===== src/sv/bss_pkg.sv =====
// Shared types, sizes and operation codes for the bounded stack with sort.
package bss_pkg;

	localparam int DEPTH  = 16;
	localparam int CNT_W  = $clog2(DEPTH + 1);
	localparam int PHS_W  = $clog2(DEPTH);
	localparam int WORD_W = 32;

	typedef logic signed [WORD_W-1:0] word_t;
	typedef logic [CNT_W-1:0] cnt_t;

	localparam logic [1:0] KIND_PUSH = 2'd0;
	localparam logic [1:0] KIND_POP  = 2'd1;
	localparam logic [1:0] KIND_SORT = 2'd2;

	localparam logic [1:0] ST_OK        = 2'd0;
	localparam logic [1:0] ST_OVERFLOW  = 2'd1;
	localparam logic [1:0] ST_UNDERFLOW = 2'd2;

	typedef struct packed {
		logic push;    // take word from the cell above
		logic pop;     // take word from the cell below
		logic cmp_en;  // compare and swap with the cell below
	} cell_ctl_t;

endpackage


===== src/sv/bounded_stack_with_sort_top.sv =====
// Bounded stack with sort: top level with control and the row of entry cells.
// Push, pop and the unused kind: a transfer is accepted when start is high
// and busy is low, and the result appears on the next cycle with done high for one cycle;
// a new command may be given in that same cycle. Sort runs an odd-even transposition over
// the cell row, one phase per cycle, for DEPTH phases; the S_FIN state then latches the result,
// busy falls as it ends, and done is high in the first cycle after busy falls.
// The receiver cannot stall: it is to take each result as valid only in its done cycle.
module bounded_stack_with_sort_top
	import bss_pkg::*;
(
	input  logic        clk,
	input  logic        arst_n,
	input  logic        start,
	output logic        busy,
	input  logic [1:0]  kind,
	input  word_t       value,
	output logic        done,
	output logic [1:0]  status,
	output word_t       popped_value,
	output word_t       top_value,
	output logic        is_empty,
	output logic        is_full,
	output logic [4:0]  occupancy
);

	localparam logic [1:0] S_IDLE = 2'd0;
	localparam logic [1:0] S_SORT = 2'd1;
	localparam logic [1:0] S_FIN  = 2'd2;

	logic [1:0]       state_q;
	cnt_t             cnt_q;
	logic [PHS_W-1:0] phase_q;
	logic             done_q;
	logic [1:0]       status_q;
	word_t            popped_q;
	word_t            top_q;

	cell_ctl_t ctl [DEPTH];
	word_t     cell_data [DEPTH];
	logic      cell_swap [DEPTH];

	logic acc, full, empty, do_push, do_pop;

	assign busy  = (state_q != S_IDLE);
	assign acc   = start && !busy;
	assign full  = (cnt_q == cnt_t'(DEPTH));
	assign empty = (cnt_q == '0);
	assign do_push = acc && (kind == KIND_PUSH) && !full;
	assign do_pop  = acc && (kind == KIND_POP) && !empty;

	always_comb begin
		for (int i = 0; i < DEPTH; i++) begin
			ctl[i].push   = do_push;
			ctl[i].pop    = do_pop;
			ctl[i].cmp_en = (state_q == S_SORT) && (1'(i) == phase_q[0])
			                && (i < DEPTH - 1) && (cnt_t'(i + 1) < cnt_q);
		end
	end

	for (genvar g = 0; g < DEPTH; g++) begin : g_cell
		word_t up_v, dn_v;
		logic  sw_up;
		if (g == 0) begin : g_first
			assign up_v  = value;
			assign sw_up = 1'b0;
		end else begin : g_mid
			assign up_v  = cell_data[g-1];
			assign sw_up = cell_swap[g-1];
		end
		if (g == DEPTH - 1) begin : g_last
			assign dn_v = '0;
		end else begin : g_nlast
			assign dn_v = cell_data[g+1];
		end
		bss_cell u_cell (
			.clk     (clk),
			.ctl     (ctl[g]),
			.up_val  (up_v),
			.dn_val  (dn_v),
			.swap_up (sw_up),
			.data    (cell_data[g]),
			.swap_dn (cell_swap[g])
		);
	end

	always_ff @(posedge clk or negedge arst_n) begin
		if (!arst_n) begin
			state_q <= S_IDLE;
			cnt_q   <= '0;
			phase_q <= '0;
			done_q  <= 1'b0;
		end else begin
			done_q <= 1'b0;
			unique case (state_q)
				S_IDLE: begin
					if (acc) begin
						if (kind == KIND_SORT) begin
							state_q <= S_SORT;
							phase_q <= '0;
						end else begin
							done_q <= 1'b1;
						end
						if (do_push) cnt_q <= cnt_q + cnt_t'(1);
						if (do_pop)  cnt_q <= cnt_q - cnt_t'(1);
					end
				end
				S_SORT: begin
					phase_q <= phase_q + PHS_W'(1);
					if (phase_q == PHS_W'(DEPTH - 1)) state_q <= S_FIN;
				end
				S_FIN: begin
					state_q <= S_IDLE;
					done_q  <= 1'b1;
				end
				default: state_q <= S_IDLE;
			endcase
		end
	end

	always_ff @(posedge clk) begin
		if (state_q == S_FIN) begin
			status_q <= ST_OK;
			popped_q <= '0;
			top_q    <= empty ? word_t'(0) : cell_data[0];
		end else if (acc) begin
			status_q <= ST_OK;
			popped_q <= '0;
			top_q    <= empty ? word_t'(0) : cell_data[0];
			case (kind)
				KIND_PUSH: begin
					if (full) status_q <= ST_OVERFLOW;
					else      top_q    <= value;
				end
				KIND_POP: begin
					if (empty) begin
						status_q <= ST_UNDERFLOW;
					end else begin
						popped_q <= cell_data[0];
						top_q    <= (cnt_q > cnt_t'(1)) ? cell_data[1] : word_t'(0);
					end
				end
				default: ;
			endcase
		end
	end

	assign done         = done_q;
	assign status       = status_q;
	assign popped_value = popped_q;
	assign top_value    = top_q;
	assign is_empty     = empty;
	assign is_full      = full;
	assign occupancy    = 5'(cnt_q);

	a_fin_done: assert property (@(posedge clk) disable iff (!arst_n)
		(state_q == S_FIN) |=> done_q)
		else $error("sort finish without result strobe");

	a_cnt_bound: assert property (@(posedge clk) disable iff (!arst_n)
		cnt_q <= cnt_t'(DEPTH))
		else $error("entry count beyond depth");

	a_quick_done: assert property (@(posedge clk) disable iff (!arst_n)
		(acc && (kind != KIND_SORT)) |=> (done_q && !busy))
		else $error("push/pop result missing");

	a_sort_cnt: assert property (@(posedge clk) disable iff (!arst_n)
		(state_q == S_SORT) |=> $stable(cnt_q))
		else $error("count changed during sort");

endmodule


===== src/sv/bss_cell.sv =====
// One stack entry: shifts with push and pop, compare-exchanges with its lower neighbor.
module bss_cell
	import bss_pkg::*;
(
	input  logic      clk,
	input  cell_ctl_t ctl,
	input  word_t     up_val,
	input  word_t     dn_val,
	input  logic      swap_up,
	output word_t     data,
	output logic      swap_dn
);

	word_t data_q;

	assign data    = data_q;
	assign swap_dn = ctl.cmp_en && (data_q > dn_val);

	always_ff @(posedge clk) begin
		if (ctl.push) begin
			data_q <= up_val;
		end else if (ctl.pop || swap_dn) begin
			data_q <= dn_val;
		end else if (swap_up) begin
			data_q <= up_val;
		end
	end

endmodule

===== config.mk =====
export PLATFORM = sky130hd
export DESIGN_NAME = bounded_stack_with_sort_top
export DESIGN_NICKNAME = d
export VERILOG_FILES = /design/src/sv/bss_pkg.sv /design/src/sv/bounded_stack_with_sort_top.sv /design/src/sv/bss_cell.sv
export SDC_FILE = /design/constraint.sdc
export NUM_CORES = 2
export LEC_CHECK = 0
export ABC_AREA = 1
export BUFFER_PORTS_ARGS = -buffer_cell sky130_fd_sc_hd__buf_2
export CORE_MARGIN = 2
export CORE_UTILIZATION = 64
export CTS_CLUSTER_SIZE = 20
export DETAILED_ROUTE_END_ITERATION = 6
export PLACE_DENSITY = 0.79
export SLEW_MARGIN = 15
export SYNTH_ARGS = -nofsm -noshare
export SYNTH_HDL_FRONTEND = slang
export SYNTH_SLANG_ARGS = --single-unit

===== constraint.sdc =====
create_clock -name clk -period 3.8 [get_ports clk]
set_input_delay 0.57 -clock clk [delete_from_list [all_inputs] [get_ports clk]]
set_output_delay 0.57 -clock clk [all_outputs]
set_load 0.01 [all_outputs]

==> results.py <==
metrics = {
    "timing": {
        "fin_tns_setup_ps": 0,
        "hold_viol_final": 0,
        "rsz0062_at_grt": "no",
        "worst_slew_pin_slew_ps": 857.5,
        "fin_crit_sh_pct": 88.17,
        "skew_ps": 30.61,
        "slew_viol_final": 0,
        "finalSetupViolations": 0,
        "max_slew_margin_pct": 42.03,
        "fmax_ghz": 0.2985,
        "fin_crit_ps": 3350,
    },
    "cts": {
        "cts_sinks": 590,
        "path_clk_slew_ps": 60,
        "cts_tree": "built",
        "clock_path_buffers": 3,
        "post-cts-setup-buffer-count": 0,
        "cts_buffers": 67,
        "holdBufCountCts": 1,
        "cts_resized": 0,
        "cts_root_buf": "clkbuf_16",
        "clock_latency_ps": 620,
        "htree_levels": 3,
    },
    "floorplan": {
        "coreArea_sq_um": 61600,
        "dieArea_sq_um": 64130,
        "placementRows": 91,
        "start_util_pct": 64.55,
        "die_y_microns": 253.2,
        "ios": 112,
        "die_w_microns": 253.2,
    },
    "routing": {
        "first_pass_iters": 6,
        "wirelength_microns": 100700,
        "detailedRoute.firstIterationViolations": 3790,
        "detail-route-antenna-nets": 0,
        "wire_per_inst_microns": 17.42,
        "vias": 33710,
        "viasPerCell": 5.828,
        "drc_errors": 0,
    },
    "synthesis": {
        "syn-cell-area_sq_um": 39760,
        "synth_top_area_cell": "edfxtp_1",
        "synth_most_common_cell": "nand2_1",
        "synth_seq_area_share_pct": 43.55,
        "yosys_register_bits": 590,
        "synth-main-ff-cell": "edfxtp_1",
        "synthArstFlopShare_pct": 2.034,
        "synth_edf_count": 544,
        "ys_top_cells_by_area": "edfxtp_1 (41%), ha_1 (15%), nand2_1 (14%)",
        "synth_top_area_share_pct": 41.09,
        "synth_cell_types": 50,
        "syn_avg_cell_area_sq_um": 8.222,
        "synth_common_cells": "nand2_1 (1512), inv_1 (691), edfxtp_1 (544), nand3_1 (508), ha_1 (484)",
        "synthCells": 4836,
        "syn_nets": 5357,
        "yosysWarnings": 0,
    },
    "grt": {
        "antenna_found_initial": 2,
        "gr-usage-all-layers_pct": 31.92,
        "grt_pass1_wl_microns": 166000,
        "grt_overflow": 0,
        "grt_max_degree": 122,
        "first_global_vias": 31820,
    },
    "finish": {
        "utilization_pct": 69.86,
        "drive_above_1_share_pct": 6.266,
        "n_antenna_cell": 0,
        "syn_to_final_growth_pct": 8.229,
        "fin_nets": 5418,
    },
    "setup_path": {
        "critPathMaxFanout": 32,
        "critPathKind": "reg2reg",
        "arrival_ps": 3600,
        "crit_required_ps": 4050,
        "cp-start-kind": "flop",
        "end_kind": "flop",
    },
    "placed_design": {
        "portBuffers": 111,
        "hpwl_microns": 74740,
        "place_congestion": 0.9152,
    },
    "run": {
        "cap_violations": 0,
    },
    "status": {
        "status": "completed",
    },
    "worst_hold_path": {
        "holdCritPathClass": "in2reg",
    },
}
==> final timing paths <==
kind | cells past startpoint | slack, ps | start | endpoint
min in group asynchronous | 2 | 370 | arst_n | done$_DFF_PN0_
worst max-delay path | 11 | 450 | g_cell[1].u_cell.data[31]$_DFFE_PP_ | g_cell[1].u_cell.data[25]$_DFFE_PP_
max in group asynchronous | 2 | 3190 | arst_n | phase_q[3]$_DFFE_PN0P_
worst min register to register | 2 | 480 | status[1]$_SDFFE_PP0P_ | status[1]$_SDFFE_PP0P_
worst max register to register | 11 | 450 | g_cell[1].u_cell.data[31]$_DFFE_PP_ | g_cell[1].u_cell.data[25]$_DFFE_PP_
worst min-delay path | 3 | 310 | value[10] | g_cell[0].u_cell.data[10]$_DFFE_PP_
==> state kept, by name, indices dropped and copies added, names as in the netlist <==
register	count
g_cell.u_cell.data	512
popped_value	32
top_value	32
occupancy	5
phase_q	4
state_q	2
status	2
done	1
==> cell families (layout without fill, tap and decap cells) <==
family                   count (synthesis)  count (layout)  share of synthesized area, %
flip-flops                             590             590                         43.55
buffers and inverters                  885             996                         8.947
AO/OA/AOI/OAI                          517             517                         7.509
AND/OR/NAND/NOR                       2354            2354                         24.63
adder cells (fa/ha/maj)                484             484                         15.23
XOR/XNOR                                 6               6                        0.1322
==> layout make-up <==
type | instances | area [sq um]
inverter | 702 | 2635
tap | 837 | 1047
multi-input combinational | 3361 | 18900
fill | 4861 | 18570
clock buffer | 92 | 1896
timing repair buffer | 175 | 1076
clock inverter | 27 | 161.4
sequential | 590 | 17320
==> cells in the final DEF, fill, tap and decap left out, drive strengths merged, types with 2 or more instances in the layout <==
cell and instances:
a21o 14, a21oi 258, a22o 25, a22oi 30
a31oi 2, a41oi 3, and3 2, buf 174
clkbuf 92, clkinv 26, dfrtp 12, dfxtp 34
edfxtp 544, ha 484, inv 702, nand2 1523
nand3 522, nand4 34, nor2 250, nor3 14
nor3b 3, nor4 2, o211ai 3, o21a 29
o21ai 114, o22ai 5, o31ai 29, or2 2
xor2 6
==> per-layer routing <==
metal,track usage [%],up-vias,share of wire (%)
li1,-,16170,-
met1,46.91,15860,44
met2,49.91,1521,45
met3,4.842,146,9.4
met4,7.354,4,1.8
met5,0,-,0.023
==> worst max-delay path, cell delays in order, from the launching register on <==
cell      delay, ps
edfxtp_1        440
inv_1            90
ha_1            390
nand2_1         110
nor2_1          140
nand2_1         100
nor4b_1         720
nand2_1         190
nand3_1         130
nand3_1         140
nand3_1         100
buf_4           400
==> through the flow <==
step	std cells	setup WS, ps	hold WS [ps]	instance area, sq um
after floorplan	4836	482.7	274.4	39760
after global placement	5664	567.6	461.8	40960
after detailed placement	5664	532.5	467.8	40960
after CTS	5784	516.9	283.7	43030
after global routing	5784	207.0	334.9	43030
final	5784	449.6	311.2	43030
Power is left out: the tool's default activity adds up to more than one toggle a clock period on the data nets, which glitch-free logic cannot reach.
